===== config.mk =====
export PLATFORM = sky130hd
export DESIGN_NAME = pstb_ram
export DESIGN_NICKNAME = d
export VERILOG_FILES = /design/src/rtl/core/pstb_ram.sv
export SDC_FILE = /design/constraint.sdc
export NUM_CORES = 1
export LEC_CHECK = 0
export ABC_AREA = 1
export BUFFER_PORTS_ARGS = -buffer_cell sky130_fd_sc_hd__buf_4
export CORE_MARGIN = 2
export CORE_UTILIZATION = 40
export CTS_CLUSTER_SIZE = 10
export DETAILED_ROUTE_END_ITERATION = 6
export SLEW_MARGIN = 15
export SYNTH_ARGS = -nofsm -noshare
export SYNTH_HDL_FRONTEND = slang
export SYNTH_SLANG_ARGS = --single-unit

===== constraint.sdc =====
create_clock -name clk_i -period 1.4 [get_ports clk_i]
set_clock_uncertainty 0.1 [all_clocks]
set_input_delay 0.28 -clock clk_i [delete_from_list [all_inputs] [get_ports clk_i]]
set_output_delay 0.28 -clock clk_i [all_outputs]
set_load 0.02 [all_outputs]

===== src/rtl/core/pstb_ram.sv =====
`timescale 1ns / 1ps

module pstb_ram #(
  parameter int unsigned WIDTH = 8,
  parameter int unsigned DEPTH = 2
) (
  input  logic                     clk_i,
  input  logic [$clog2(DEPTH)-1:0] addr_i,
  input  logic                     we_i,
  input  logic [WIDTH-1:0]         wdata_i,
  output logic [WIDTH-1:0]         rdata_o
);

  logic [WIDTH-1:0] mem_q [DEPTH];

  always_ff @(posedge clk_i) begin
    if (we_i) begin
      mem_q[addr_i] <= wdata_i;
    end
    rdata_o <= mem_q[addr_i];
  end

endmodule


* Word-level counts from Yosys, hierarchy flattened
Memories as Yosys holds them, arrays and structs flattened. A register that Yosys moved wholly into a read port is not among the register bits.
Cells that the tools add are included.
W data, S select, Z words.
** Storage, ports and cells
- Register bits :: 0
- RAM bits :: 16
- Input port bits :: 11
- Output and inout port bits :: 8
- Memories :: 1
** Cells by class
- Muxes and demuxes :: 2
** Memory list
- mem_q :: words 2, bits a word 8, rd ports 1, clocked after memory_dff 1, wr ports 1, line 14 : logic [WIDTH-1:0] mem_q [DEPTH];
** Operators with widths (count)
- $mux W1 :: 2

* Longest topological paths before layout
Gate-level depths: netlist (run 1).
- Depth after elaboration :: 2
- Mapped depth :: 3

* Least setup slack after synthesis (run 1)
OpenSTA, ideal clock, no wires.
- Path type :: input to register
- Start :: in addr_i
- End :: mem mem_q[0][0] (enable)
- Library setup time :: 370 ps
- Arrival :: 814 ps
- Slack :: 116 ps
- Stages :: 2
- Path buffers :: 1
- Cell sequence :: buf_4 -> nor2_1
** RTL lines
- from (decl) :: line 8 : input logic [$clog2(DEPTH)-1:0] addr_i,
- to (decl) :: line 14
Straight into the memory's write port.

* Worst setup path in the final report (run 1)
- Start :: reg rdata_o[6], read port of mem_q
- End :: out rdata_o[6]
** RTL lines
- from (decl) :: line 11 : output logic [WIDTH-1:0] rdata_o
No word-level cell between the ends.

==> flow_summary_export.csv, run 1 <==
group,metric,value,unit
outcome,status,"completed",
floorplan,die_x,47.5,um
global_route,grtUsageMet2,0.173,
global_route,grt_pass1_wl,1480,um
setup_path,crit_buf_inv,1,
clock_tree,cts_tree,"done",
clock_tree,cts_hold_buf,0,
place,dp_slack,0.220,ns
clock_tree,clock_path_buffers,2,
clock_tree,htreeDepth,1,
clock_tree,clock_sinks,24,
routing,routed_wirelength,967,um
yosys,synth_seq_cells,24,
routing,first_pass_iters,4,
setup_path,critPathArrivalTime,0.76,ns
setup_path,required,1.02,ns
hold_path,worstHoldPathCells,1,
power,internal_power,0.000967,W
global_route,grt.met3_usage,0.0453,
sta,fin_ws,0.259,ns
setup_path,start_kind,"flop",
clock_tree,cts_resized,0,
finish,area_growth,26.0,%
clock_tree,clk_latency,0.30,ns
yosys,syn-num-nets,65,
floorplan,start_util,0.434,
routing,vias,424,
power,p_sw_frac,0.210,
finish,fillers,151,
global_route,grt_pass1_vias,374,
setup_path,worstPathCellList,"buf_4",
sta,period_minus_slack,1.14,ns
floorplan,ios,19,
setup_path,path_delay_family,"flip-flops",
job,drv_cap,0,
clock_tree,root_buffer,"clkbuf_4",
sta,setup-tns-final,0,ns
power,power-per-cell-area,1280,nW/um^2
power,p_comb_frac,0.100,
sta,setup_viol,0,
routing,drt_iter0_markers,4,
power,p_sw,0.000257,W
yosys,netlist_area,757,sq um
global_route,overflow,0,
yosys,synth_top_area_frac,0.635,
global_route,top_usage_layer,"met2",
yosys,avgSynthCellArea,14.0,sq um
setup_path,setup.worst_path.end_class,"output pin",
sta,finalCritPeriodShare,0.815,
floorplan,dieArea,2260,sq um
clock_tree,clk_pin_slew,0.11,ns
setup_path,crit_slowest_cell,"dfxtp_1",
sta,maxSlewViolCount,0,
sta,final_hold_viol_count,0,
sta,maxSlewHeadroom,0.790,
global_route,antenna_found_initial,0,
power,power,0.00122,W
yosys,synth_cell_types,6,
floorplan,fp-row-count,15,
yosys,yosys.area.top_type,"edfxtp_1",
place,gp_congestion,0.681,
hold_path,hold_path.class,"in2reg",
yosys,yosys-top-cells-area,"edfxtp_1, dfxtp_1, nand2_1, inv_1, buf_4",
routing,ant_nets,0,
sta,rsz0062_at_grt,"false",
place,io_buffers,18,
power,p_clk_frac,0.229,
power,p_leak,0.422,nW
setup_path,path_max_fanout,1,
yosys,syn_inst,54,
clock_tree,cts_setup_buffers,0,
routing,wl_per_cell,9.57,um
global_route,grt_max_degree,13,
floorplan,core_area,1750,sq um
floorplan,die_height,47.5,um
finish,drive_gt1_frac,0.303,
yosys,seq_area_frac_synth,0.846,
setup_path,reg2regPathDepth,2,
routing,drc,0,
sta,worstMarginPinSlew,0.314,ns
sta,max_freq,876,MHz
finish,diodes,0,
yosys,yosys_warnings,0,
power,power_frac_seq,0.671,
setup_path,cpPeakStageDelay,0.31,ns
setup_path,worstSetupPathDepth,1,
setup_path,critPathKind,"reg2out",
clock_tree,cts_buffers,3,
routing,vias_per_cell,4.20,
global_route,grt_use_total,0.107,
power,worst_ir_drop_vdd,0.729,mV
finish,nets,89,
global_route,grt_use_met1,0.102,
placed cells by master (no fill, tap or decap), drive strengths merged:
cell / n
buf: 20
clkbuf: 3
dfxtp: 8
edfxtp: 16
inv: 3
nand2: 25
nor2: 1
stage by stage:
step                cell area [sq um]  std cells   util  hold WS (ns)
finish                            953        101  0.546        0.0518
global route                      953        101  0.546        0.0302
CTS                               953        101  0.546        0.0394
detailed placement                931         98  0.533         0.322
global placement                  931         98  0.533         0.318
floorplan                         757         54      -         0.279
final timing paths:
path	start	end	slack (ns)
hold / removal	wdata_i[3]	mem_q[0][3]	0.05
setup reg to reg	mem_q[1][0]	rdata_o[0]	0.70
setup / recovery	rdata_o[6]	rdata_o[6]	0.26
hold reg to reg	mem_q[0][4]	rdata_o[4]	0.34
per-layer routing:
metal  share of wire  wire length, um
met1            0.37              355
met2            0.55              532
met4           0.031               30
met5               0                0
met3           0.050               48
kinds of logic after synthesis:
| kind of cell | synth area share |
|---|---|
| simple gates | 0.129 |
| flops | 0.846 |
| buf+inv | 0.0248 |
Yosys cell counts:
| library cell | count |
|---|---|
| nand2_1 | 25 |
| edfxtp_1 | 16 |
| nor2_1 | 1 |
| buf_4 | 1 |
| inv_1 | 3 |
| dfxtp_1 | 8 |
layout make-up:
class,count,area (sq um),area share
Sequential cell,24,641,0.672
Timing Repair Buffer,20,150,0.157
Tap cell,25,31.3,0.0328
Inverter,3,11.3,0.0118
Multi-Input combinational cell,26,97.6,0.102
Clock buffer,3,22.5,0.0236
state kept, by name, summed over array words and instances, names as in the netlist:
| signal | count |
|---|---|
| rdata_o | 8 |
| mem_q | 16 |
power groups by stage:
| stage | Combinational [W] | Sequential [W] | Clock (W) |
|---|---|---|---|
| floorplan | 0.0000316 | 0.000864 | 0 |
| global placement | 0.000123 | 0.000838 | 0 |
| detailed placement | 0.000124 | 0.000838 | 0 |
| CTS | 0.000125 | 0.000821 | 0.000295 |
| global route | 0.000136 | 0.000826 | 0.000322 |
| finish | 0.000123 | 0.000821 | 0.000280 |
Note: power is estimated with default switching activity, not from simulation.
==> inputs of run 2 (changes only) <==
ABC_AREA = 0   (was 1)
clock period = 1.1 ns   (was 1.4 ns; I/O delays follow)
==> run 2 against run 1 <==
Combinational power is 74% higher. Wire length is 5.3% higher. Synthesized cell count is 35% lower. Sequential share of layout area is 9.4 points lower. Global-route usage is 0.61 points lower. Power is 54% higher. Area after synthesis is 4.1% higher. Count of clock-buffer cells in the layout stayed put. Hold slack better by 0.23 ns. Core utilization is 4.6 points higher. Critical path depth stayed put. Clock power is 120% higher. Critical path type unchanged. Largest cell class unchanged.
==> flow_summary_export.csv, run 2 <==
group,metric,value,unit
sta,period_minus_slack,1.08,ns
finish,largest_register_ffs,16,
clock_tree,clk_pin_slew,0.13,ns
sta,finalCritPeriodShare,0.983,
setup_path,setup.worst_path.end_class,"output pin",
place,placed_cell_area,953,sq um
clock_tree,cts_buffers,3,
setup_path,worstPathCellList,"buf_6",
finish,top_register,"mem_q",
sta,final_hold_viol_count,0,
job,drv_cap,0,
routing,vias,380,
sta,maxSlewHeadroom,0.860,
outcome,status,"completed",
global_route,grt_max_degree,15,
finish,multi_input_area,136,sq um
yosys,yosys-top-cells-area,"edfxtp_1, dfxtp_1, mux2_4, buf_6, and2b_2",
power,power-per-cell-area,1670,nW/um^2
sta,rsz0062_at_grt,"true",
global_route,overflow,0,
finish,fin_cells,92,
setup_path,crit_slowest_cell,"dfxtp_2",
setup_path,path_delay_family,"flip-flops",
yosys,syn-num-nets,46,
routing,routed_wirelength,1020,um
routing,first_pass_iters,1,
finish,ff_latch_area,651,sq um
routing,drc,0,
yosys,yosys_warnings,0,
floorplan,ios,19,
clock_tree,root_buffer,"clkbuf_4",
clock_tree,clock_path_buffers,2,
yosys,yosys.area.top_type,"edfxtp_1",
yosys,seq_area_frac_synth,0.813,
finish,final_common_cell,"edfxtp_1",
finish,mostFrequentLayoutCells,"edfxtp_1, buf_4",
sta,hold_ws,0.283,ns
setup_path,critPathArrivalTime,0.76,ns
hold_path,hold_path.class,"in2reg",
finish,fillers,152,
setup_path,start_kind,"flop",
sta,setup_viol,0,
clock_tree,htreeDepth,1,
power,worst_ir_drop_vdd,1.10,mV
place,dp.cells,80,
routing,vias_per_cell,4.13,
setup_path,r2r_setup_slack,0.25,ns
yosys,post-synth-top-count-cell,"edfxtp_1",
setup_path,required,0.78,ns
yosys,syn_inst,35,
floorplan,core_area,1900,sq um
clock_tree,clk_latency,0.30,ns
global_route,grt_pass1_vias,415,
yosys,ys.flop_type,"edfxtp_1",
floorplan,fp-row-count,16,
finish,diodes,0,
setup_path,cpPeakStageDelay,0.34,ns
yosys,synth_seq_cells,24,
clock_tree,cts_tree,"done",
global_route,grt_use_total,0.101,
setup_path,crit_buf_inv,1,
floorplan,die_x,48.4,um
floorplan,dieArea,2340,sq um
routing,ant_nets,0,
yosys,avgSynthCellArea,22.5,sq um
global_route,antenna_found_initial,0,
yosys,ys_top_cells_by_count,"edfxtp_1, dfxtp_1, mux2_4",
finish,nets,77,
finish,fin_util,0.592,
place,io_buffers,18,
finish,area_growth,42.9,%
finish,finish.instance_area,1130,sq um
power,p_leak,0.454,nW
yosys,synth_enable_flop_cells,16,
sta,max_freq,925,MHz
yosys,netlist_area,788,sq um
yosys,synth_cell_types,6,
floorplan,start_util,0.414,
floorplan,die_height,48.4,um
yosys,synth_top_area_frac,0.610,
yosys,async_flop_share,0,
power,power,0.00188,W
clock_tree,clock_sinks,24,
setup_path,critPathKind,"reg2out",
routing,wl_per_cell,11.1,um
global_route,grt_pass1_wl,1730,um
finish,largestRegisters,"mem_q (16), rdata_o (8)",
sta,worstMarginPinSlew,0.210,ns
routing,drt_iter0_markers,0,
finish,drive_gt1_frac,0.631,
sta,maxSlewViolCount,0,
setup_path,path_max_fanout,1,
place,gp_congestion,0.644,
run 2: cell count changes after synthesis:
cell,change
and2_2,+1
and2b_2,+1
nand2_1,-25
inv_1,-3
mux2_4,+8
nor2_1,-1
buf_6,+1
buf_4,-1
run 2: final cells by class:
type / instances / area share
clock buffer: 3 / 0.0200
clock inverter: 1 / 0.0267
multi-input combinational: 10 / 0.121
sequential: 24 / 0.578
tap: 27 / 0.0300
timing repair buffer: 27 / 0.224
run 2: worst paths after layout:
kind	from	to	cells after the start
worst max-delay path	rdata_o[7]	rdata_o[7]	1
worst min-delay path	addr_i	rdata_o[6]	3
worst max register to register	mem_q[1][3]	rdata_o[3]	1
worst min register to register	mem_q[0][3]	rdata_o[3]	1
run 2: layer usage:
| metal | track usage | share of wire |
|---|---|---|
| met5 | 0 | 0 |
| met4 | 0.0429 | 0 |
| met3 | 0.0432 | 0.060 |
| met2 | 0.183 | 0.56 |
| met1 | 0.101 | 0.38 |
run 2: repair_timing:
action                                  CTS  global route
hold buffers                              8             0
gates cloned                              0             0
buffers inserted                          0             0
gates resized for setup                  13             3
hold endpoints to repair                 16             0
endpoints found under the setup margin    8             8
run 2: cell families after synthesis:
family | Yosys count | share of synthesized area
flip-flops | 24 | 0.813
multiplexers | 8 | 0.152
AND/OR/NAND/NOR | 2 | 0.0206
buffers and inverters | 1 | 0.0143
run 2: power by group:
part           switching, W  internal, W  total (W)
Clock              0.000242     0.000368   0.000610
Sequential        0.0000212      0.00104    0.00106
Combinational     0.0000802     0.000134   0.000214
Total              0.000344      0.00154    0.00188
run 2: per-stage QoR:
stage               setup TNS (ns)  worst slack, ns
floorplan                        0           0.0549
global placement                 0           0.0388
detailed placement               0           0.0238
CTS                       -0.00336         -0.00336
global route                -0.137          -0.0245
finish                           0           0.0184
run 2: tightest hold or removal path: cells and delay by family:
family                 cells  cell delay (ns)
muxes                      1             0.17
buffers and inverters      2             0.28
