## src/rtl/core/pstb_pkg.sv

```systemverilog
`timescale 1ns / 1ps

package pstb_pkg;

  localparam int unsigned TABLE_ENTRIES_DEF = 1024;

  localparam int unsigned IP_W       = 32;
  localparam int unsigned TIME_W     = 64;
  localparam int unsigned INTERVAL_W = 30;
  localparam int unsigned CAPACITY_W = 16;
  localparam int unsigned DIV_W      = 32;   // divisor / remainder width
  localparam int unsigned APB_AW     = 3;
  localparam int unsigned APB_DW     = 32;

  localparam logic [INTERVAL_W-1:0] INTERVAL_RST = 30'd200000000;
  localparam logic [CAPACITY_W-1:0] CAPACITY_RST = 16'd10;

  // register select is paddr[2]
  localparam logic REG_INTERVAL = 1'b0;
  localparam logic REG_CAPACITY = 1'b1;

  localparam logic OP_CHECK = 1'b0;
  localparam logic OP_CLEAR = 1'b1;

  typedef struct packed {
    logic                  valid;
    logic [IP_W-1:0]       tag;
    logic [CAPACITY_W-1:0] tokens;
    logic [TIME_W-1:0]     last;
  } entry_t;

endpackage

```

## src/rtl/core/pstb_div.sv

```systemverilog
`timescale 1ns / 1ps

// Restoring divider, one quotient bit per cycle.
module pstb_div (
  input  logic                        clk_i,
  input  logic                        rst_ni,
  input  logic                        start_i,
  input  logic [pstb_pkg::TIME_W-1:0] num_i,
  input  logic [pstb_pkg::DIV_W-1:0]  den_i,
  output logic                        done_o,
  output logic [pstb_pkg::TIME_W-1:0] quo_o,
  output logic [pstb_pkg::DIV_W-1:0]  rem_o
);

  localparam int unsigned CntW = $clog2(pstb_pkg::TIME_W);

  logic                        busy_q;
  logic                        done_q;
  logic [CntW-1:0]             cnt_q;
  logic [pstb_pkg::TIME_W-1:0] quo_q;
  logic [pstb_pkg::DIV_W-1:0]  rem_q;
  logic [pstb_pkg::DIV_W-1:0]  den_q;

  logic [pstb_pkg::DIV_W:0]    trial;
  logic [pstb_pkg::DIV_W:0]    diff;
  logic                        ge;

  assign trial = {rem_q, quo_q[pstb_pkg::TIME_W-1]};
  assign ge    = trial >= {1'b0, den_q};
  assign diff  = trial - {1'b0, den_q};

  always_ff @(posedge clk_i or negedge rst_ni) begin
    if (!rst_ni) begin
      busy_q <= 1'b0;
      done_q <= 1'b0;
      cnt_q  <= '0;
    end else begin
      done_q <= 1'b0;
      if (start_i) begin
        busy_q <= 1'b1;
        cnt_q  <= '0;
      end else if (busy_q) begin
        cnt_q <= cnt_q + 1'b1;
        if (cnt_q == CntW'(pstb_pkg::TIME_W - 1)) begin
          busy_q <= 1'b0;
          done_q <= 1'b1;
        end
      end
    end
  end

  always_ff @(posedge clk_i) begin
    if (start_i) begin
      quo_q <= num_i;
      rem_q <= '0;
      den_q <= den_i;
    end else if (busy_q) begin
      quo_q <= {quo_q[pstb_pkg::TIME_W-2:0], ge};
      rem_q <= ge ? diff[pstb_pkg::DIV_W-1:0] : trial[pstb_pkg::DIV_W-1:0];
    end
  end

  assign done_o = done_q;
  assign quo_o  = quo_q;
  assign rem_o  = rem_q;

endmodule

```

## config.mk

```make
export PLATFORM = sky130hd
export DESIGN_NAME = pstb_div
export DESIGN_NICKNAME = d
export VERILOG_FILES = /design/src/rtl/core/pstb_pkg.sv /design/src/rtl/core/pstb_div.sv
export SDC_FILE = /design/constraint.sdc
export NUM_CORES = 1
export LEC_CHECK = 0
export ABC_AREA = 1
export BUFFER_PORTS_ARGS = -buffer_cell sky130_fd_sc_hd__buf_4
export CAP_MARGIN = 20
export CORE_UTILIZATION = 30
export CTS_BUF_LIST = sky130_fd_sc_hd__clkbuf_8
export DETAILED_ROUTE_END_ITERATION = 8
export PLACE_DENSITY = 0.48
export SETUP_SLACK_MARGIN = 0.2
export SLEW_MARGIN = 25
export SYNTH_ARGS = -nofsm -noshare
export SYNTH_HDL_FRONTEND = slang
export SYNTH_SLANG_ARGS = --single-unit
```

## constraint.sdc

```tcl
create_clock -name clk_i -period 3.9 [get_ports clk_i]
set_clock_uncertainty 0.15 [all_clocks]
set_input_delay 0.78 -clock clk_i [delete_from_list [all_inputs] [get_ports clk_i]]
set_output_delay 0.78 -clock clk_i [all_outputs]
set_load 0.01 [all_outputs]
```

After elaboration in Yosys (flattened, before gate mapping)

Cells that the tools add are included.

$lt $le $gt $ge: 1
Add/subtract/negate cells: 2
Equality and inequality tests: 1
Mux-type cells: 11
Reduce and logical (&&, ||, !) cells: 1

Operators by type and width:

| kind                  | number |
|---|---|
| $mux W64              | 2 |
| $ge A33 B32 Y1        | 1 |
| $mux W32              | 1 |
| $sub A32 B32 Y32      | 1 |
| $mux W6               | 2 |
| $add A6 B1 Y6 const B | 1 |
| $eq A6 B6 Y1 const B  | 1 |
| $mux W1               | 6 |
| $reduce_bool A2 Y1    | 1 |

Output and inout bits: 97
Bits in registers: 136
Logic and storage cells: 22

Logic depth before layout (Yosys ltp)

Gate-level depths: netlist (run 1).

Word-level depth: 4
Gate-level depth with buffers: 17
Depth with buffers taken out: 16

Worst setup path before layout (run 1)

Ideal clock, no wire load.

Path kind: in2reg
Start point: input start_i
End point: register quo_q, in the netlist quo_o[0] (enable)
Stages on the path: 3
Library setup time: 454 ps
Slack: 395 ps
Arrival: 2,901 ps
Required time: 3,296 ps
Cells stage by stage: nor2_1 -> inv_1 -> clkbuf_1

Longest elaborated chain between the ends: 1

RTL lines:

| item                         | RTL line       | source |
|---|---|---|
| from (decl)                  | pstb_div.sv:7  | `input logic start_i,` |
| $reduce_bool A2 Y1 (no line) | n/a            |  |
| to (signal assigned)         | pstb_div.sv:54 | `quo_q <= num_i;` |
| to (signal assigned)         | pstb_div.sv:58 | `quo_q <= {quo_q[pstb_pkg::TIME_W-2:0], ge};` |
| to (decl)                    | pstb_div.sv:20 | `logic [pstb_pkg::TIME_W-1:0] quo_q;` |

Every way passes these cells.
A chain may end at the register's enable or synchronous reset.

Worst setup path in the final report (run 1)

Start point: register den_q[24] (netlist name)
End point: register rem_q, in the netlist rem_o[16]

Longest elaborated chain between the ends: 2

RTL lines:

| item                   | RTL line       | source |
|---|---|---|
| from (decl)            | pstb_div.sv:22 | `logic [pstb_pkg::DIV_W-1:0] den_q;` |
| from (signal assigned) | pstb_div.sv:56 | `den_q <= den_i;` |
| $ge A33 B32 Y1         | pstb_div.sv:29 | `assign ge = trial >= {1'b0, den_q};` |
| $mux W32               | pstb_div.sv:59 | `rem_q <= ge ? diff[pstb_pkg::DIV_W-1:0] : trial[pstb_pkg::DIV_W-1:0];` |
| to (signal assigned)   | pstb_div.sv:59 |  |
| to (decl)              | pstb_div.sv:21 | `logic [pstb_pkg::DIV_W-1:0] rem_q;` |

Every way passes these cells.

==> metrics, run 1 <==
Clock power frac 0.209; footprint of the multi-input gates 0.00368 mm^2; Placer Congestion 0.936; main combinational cell family by area after synthesis simple AND/OR/NAND/NOR gates; post-layout util 0.388; Initial DRT Pass Iterations 5; row count 60; Die X 168 um; cell area power density 533 mW/mm^2; Initial Util 0.306; Worst Tran Pin Value 0.819 ns; Worst-Skew Late Latency 0.47 ns; mux contribution to synthesized area 0; CTS tree yes; P_int 0.00327 W; DR iter-0 viols 471; mapped cell area 0.00825 mm^2; worst setup margin 1.08 ns; vias per std cell 4.51; pin count of the biggest net entering global routing 84; # fillers 2908; CTS Buf Count 17; LEAKAGE 5.57 nW; # diodes 0; P_sw 0.00230 W; CP arrival 3.05 ns; Post-DP Area 0.0101 mm^2; DRC 0; fin. max-slew vios 0; vias in the first global route 7469; wire per inst 15.2 um; Setup-failing EPs final 0; Comb pwr share 0.443; fin nets 1451; port bufs 195; post-synthesis simple-gate area fraction 0.347; worst-path fanout max 32; initial antenna violation count 0; placed insts 1639; WL final 25.3 mm; clock tree sinks 136; core footprint 0.0270 mm^2; clock tree root buffer cell clkbuf_8; via count 7543; Max Fclk 0.355 GHz; post-CTS sizing 0; total gr overflow 0; Final Cycle Share 0.722; Max Buffers Root-to-Sink 2; Cells after Synth 1124; Setup CP Type reg2reg; Switching Fraction 0.413; post-route cell area 0.0104 mm^2; maximum VDD drop 0.000224 V; Yosys cell types 37; Yosys reg bits 136; first-pass GRT wire length 40.2 mm; Compound-Gate Fraction of Synth Area 0.0319; H-Tree Depth 4; Seq/Total Area, Yosys 0.451; fin cells 1672; Die ar. 0.0282 mm^2; # IOs 196; Post-DP HPWL 19.1 mm; setup TNS 0 ns; startpoint types register; Yosys Warn Count 0; CP Capture Type register; total global-route track usage 0.184; synthesized area per cell 7.34 um^2; status finished, final reports clean; Reg clk slew, reported paths 0.10 ns; Synth Area in Adders 0.0525; Area Growth Syn to Fin 26.6%; fraction of layout cells with a size suffix above 1 0.201; CP required 4.14 ns; FF/Latch Area 0.00372 mm^2; Slew Limit Headroom 0.453; Final Hold Viols 0; Syn Nets 1257; max-cap check violation count 0; pre-CTS setup slack 1.12 ns; RSZ-0062 raised after global routing no; xor/xnor share of the synthesized area 0.0149; HP Class in2reg; min cycle time layout 2.82 ns; Reg power frac 0.348; antenna viol nets, final 0; Die Y 168 um
==> sequential cells by signal (all words and copies together), names as in the netlist <==
register,cells
busy_q,1
cnt_q,6
den_q,32
done_o,1
quo_o,64
rem_o,32
==> final timing paths <==
kind                                   startpoint                endpoint  slack (ns)  depth (start not counted)
min reg2reg                rem_o[17]$_SDFFE_PP0P_  rem_o[17]$_SDFFE_PP0P_        0.34                          2
min in group asynchronous                  rst_ni    cnt_q[1]$_DFFE_PN0P_        0.50                          2
min                                     den_i[23]     den_q[23]$_DFFE_PP_        0.33                          1
max reg2reg                   den_q[24]$_DFFE_PP_  rem_o[16]$_SDFFE_PP0P_        1.08                         13
max                           den_q[24]$_DFFE_PP_  rem_o[16]$_SDFFE_PP0P_        1.08                         13
max in group asynchronous                  rst_ni        busy_q$_DFF_PN0_        2.95                          2
==> synth_stat cells (all sizes together) <==
master,count,area (um^2)
nor3,3,15.0
a21oi,22,114
o221ai,1,8.76
nand3,85,465
xor2,1,8.76
xnor2,13,114
a22o,1,8.76
and3,2,12.5
clkbuf,18,67.6
and2,3,18.8
buf,11,90.1
edfxtp,96,2880
ha,33,413
nand2,510,1940
a31oi,1,6.26
o21bai,4,30.0
o21a,2,15.0
dfrtp,8,200
or2,1,6.26
nor2,54,245
dfxtp,32,641
nand4,8,50.1
fa,1,20.0
nand3b,14,105
o21ai,16,80.1
nor4,1,6.26
inv,183,687
==> placed cells by master (no fill, tap or decap), types with 2 or more instances in the layout <==
cell type,Yosys,final
and2_1,3,3
dfrtp_1,8,8
nand3_2,8,8
inv_6,0,4
buf_4,0,201
nand2_1,503,503
dfxtp_1,32,32
nor3_1,3,3
nor2_4,4,4
nand2_2,6,6
o21ai_1,10,10
nand3_1,77,77
buf_12,0,2
nand4_1,8,8
o21ai_0,6,6
edfxtp_1,96,96
and3_1,2,2
nor2_1,45,44
o21a_1,2,2
inv_1,178,177
nor2_2,5,6
ha_1,33,33
inv_2,5,6
o21bai_1,4,4
a21oi_1,21,21
clkinvlp_4,0,2
clkbuf_8,0,18
nand3b_1,14,14
xnor2_1,13,13
clkinv_2,0,4
==> through the flow <==
stage / hold slack [ns] / power (W)
final: 0.326 / 0.00557
after global routing: 0.288 / 0.00603
after CTS: 0.293 / 0.00564
after detailed placement: 0.332 / 0.00445
after global placement: 0.327 / 0.00445
after floorplan: 0.334 / 0.00365
==> power groups by stage <==
stage | clock (W) | combinational (W) | sequential, W
after global placement | 0 | 0.00248 | 0.00197
after global routing | 0.00127 | 0.00280 | 0.00197
after detailed placement | 0 | 0.00248 | 0.00197
after floorplan | 0 | 0.00164 | 0.00201
final | 0.00116 | 0.00247 | 0.00194
after CTS | 0.00121 | 0.00249 | 0.00194
==> cells by family after synthesis <==
logic type      Yosys count
compound gates           47
xor+xnor                 14
fa+ha+maj                34
buf+inv                 212
flops                   136
simple gates            681
==> final cells by class <==
cell class	count	share of cell area
repair buffers	204	0.149
flip-flops and latches	136	0.356
inverters	183	0.0658
clock inverters	14	0.0114
multi-input cells	776	0.353
clock buffers	18	0.0237
well taps	341	0.0408
==> critical path: stages, from the launching register on <==
cell and delay (ns):
edfxtp_1 0.34, inv_1 0.05, ha_1 0.37, nand2_2 0.17, inv_2 0.05, a21oi_2 0.16, nand2_1 0.09, nand2_1 0.07
nand2_1 0.08, nor2_4 0.47, nand2_4 0.37, nand2_1 0.19, nand3_1 0.09, nand2_1 0.06
==> metal layers <==
layer	part of all wire	vias to the layer above	global-route usage
met4	0.013	0	0.0491
li1	-	3880	-
met3	0.094	21	0.0740
met2	0.45	227	0.298
met1	0.44	3415	0.226
met5	0	-	0
==> timing repair <==
action,4_1_cts,5_1_grt
hold buffers,1,0
buffers inserted,0,0
hold endpoints to repair,8,0
No activity file was read; power rests on OpenSTA's default activity.
==> run 2: changes to the inputs <==
- PLACE_DENSITY: 0.48 -> 0.49
- clock period: 3.9 -> 2.3 ns (I/O delays scaled with it)
==> metrics, run 2 (same netlist as run 1, synthesis figures left out) <==
status finished, final reports clean (unchanged); CTS tree yes (unchanged); post-layout util 0.464 (was 0.388); max incr delay on CP 0.35 ns (was 0.47 ns); min cycle time layout 2.22 ns (was 2.82 ns); worst-path fanout max 5 (was 32); clock tree sinks 136 (unchanged); worst setup margin 0.0838 ns (was 1.08 ns); # diodes 0 (unchanged); max reg flops 64 (unchanged); clock tree root buffer cell clkbuf_8 (unchanged); Setup-failing EPs final 0 (unchanged); most frequent cells in the layout nand2_1, buf_4, inv_1 (unchanged); Max Fclk 0.451 GHz (was 0.355 GHz); initial antenna violation count 0 (unchanged); Post-DP HPWL 20.4 mm (was 19.1 mm); fin nets 1565 (was 1451); placed insts 1698 (was 1639); Setup CP Type reg2reg (unchanged); hold_sp den_i[17] (was den_i[23]); total gr overflow 0 (unchanged); Power Total 0.0122 W (was 0.00557 W); Die X 168 um (unchanged); leading cell type in the layout, fill and taps excluded nand2_1 (unchanged); Slew Limit Headroom 0.658 (was 0.453); vias in the first global route 8135 (was 7469); core footprint 0.0270 mm^2 (unchanged); Initial Util 0.306 (unchanged); Final Hold Viols 0 (unchanged); Most common cell on crit path nand2_1 (unchanged); WL final 27.5 mm (was 25.3 mm); cell area power density 973 mW/mm^2 (was 533 mW/mm^2); CP max stage cell edfxtp_1 (was nor2_4); antenna viol nets, final 0 (unchanged); fin. max-slew vios 0 (unchanged); Area Growth Syn to Fin 51.7% (was 26.6%); CP arrival 2.42 ns (was 3.05 ns); CP top delay family simple AND/OR/NAND/NOR gates (unchanged); Worst-Skew Late Latency 0.47 ns (about the same); Crit path buffers/inverters 1 (was 2); CP Capture Type register (unchanged); Reg clk slew, reported paths 0.09 ns (was 0.10 ns); pre-CTS setup slack -0.0309 ns (was 1.12 ns); HP Class in2reg (unchanged); Final Cycle Share 0.964 (was 0.722); vias per std cell 4.50 (was 4.51); Die ar. 0.0282 mm^2 (unchanged); RSZ-0062 raised after global routing yes (was no); # IOs 196 (unchanged); CP required 2.50 ns (was 4.14 ns); CTS Buf Count 17 (unchanged); Initial DRT Pass Iterations 5 (unchanged); startpoint types register (unchanged); total global-route track usage 0.198 (was 0.184); H-Tree Depth 4 (unchanged); Max Buffers Root-to-Sink 2 (unchanged); Worst Tran Pin Value 0.513 ns (was 0.819 ns); LEAKAGE 6.39 nW (was 5.57 nW); worst setup path startpoint den_q[18]$_DFFE_PP_ (was den_q[24]$_DFFE_PP_); max-cap check violation count 0 (unchanged); crit path cell chain inv_2, ha_4, nand2_1, nor2_1, and3_1, and2_1, nand2_1, nand3_1, nand3_4, nand2_2, nand2_1 (was inv_1, ha_1, nand2_2, inv_2, a21oi_2, nand2_1, nand2_1, nand2_1, nor2_4, nand2_4, nand2_1, nand3_1, nand2_1); wire per inst 15.4 um (was 15.2 um); port bufs 195 (unchanged); DR iter-0 viols 421 (was 471); fraction of layout cells with a size suffix above 1 0.360 (was 0.201); pin count of the biggest net entering global routing 52 (was 84); first-pass GRT wire length 43.2 mm (was 40.2 mm); DRC 0 (unchanged); RR Startpoint den_q[18]$_DFFE_PP_ (was den_q[24]$_DFFE_PP_); via count 8039 (was 7543); row count 60 (unchanged); maximum VDD drop 0.000424 V (was 0.000224 V); fin cells 1786 (was 1672); Die Y 168 um (unchanged); Placer Congestion 0.905 (was 0.936)
[run 2: area by class of cell]
| cell class | count | area (um^2) |
|---|---|---|
| clock buffers | 17 | 234 |
| clock inverters | 15 | 194 |
| fillers | 2757 | 14400 |
| inverters | 183 | 689 |
| multi-input cells | 776 | 4590 |
| flip-flops and latches | 136 | 3730 |
| well taps | 341 | 427 |
| repair buffers | 318 | 2650 |
[run 2: report_power, final]
group	internal (W)	switching [W]
Sequential	0.00301	0.000341
Combinational	0.00311	0.00344
Clock	0.00104	0.00123
[run 2: layer usage]
| metal | track usage | wire, um | up-vias |
|---|---|---|---|
| li1 | - | - | 4121 |
| met1 | 0.235 | 11800 | 3668 |
| met2 | 0.339 | 13100 | 229 |
| met3 | 0.0672 | 2170 | 21 |
| met4 | 0.0499 | 328 | 0 |
| met5 | 0 | 0 | - |
[run 2: worst paths after layout]
check	slack (ns)	cells after the start	end
max	0.08	11	rem_o[27]$_SDFFE_PP0P_
min	0.03	1	den_q[17]$_DFFE_PP_
max reg2reg	0.08	11	rem_o[27]$_SDFFE_PP0P_
min reg2reg	0.34	2	rem_o[19]$_SDFFE_PP0P_
max in group asynchronous	1.66	2	cnt_q[5]$_DFFE_PN0P_
min in group asynchronous	0.19	2	cnt_q[4]$_DFFE_PN0P_
[run 2: timing repair]
action / 4_1_cts / 5_1_grt
resized for setup: 131 / 80
gates cloned: 2 / 2
setup endpoints to repair: 33 / 33
endpoints found under the hold margin: 29 / 2
pin swaps: 25 / 37
setup buffers: 25 / 3
hold buffers: 22 / 2
[run 2: stage by stage]
step / hold WS, ns / area, um^2 / setup TNS [ns]
after global routing: 0.000301 / 12500 / -0.425
after global placement: 0.145 / 10600 / 0
after CTS: 0.000539 / 12100 / 0
after floorplan: 0.0144 / 8260 / 0
final: 0.0275 / 12500 / 0
after detailed placement: 0.143 / 10600 / -0.154
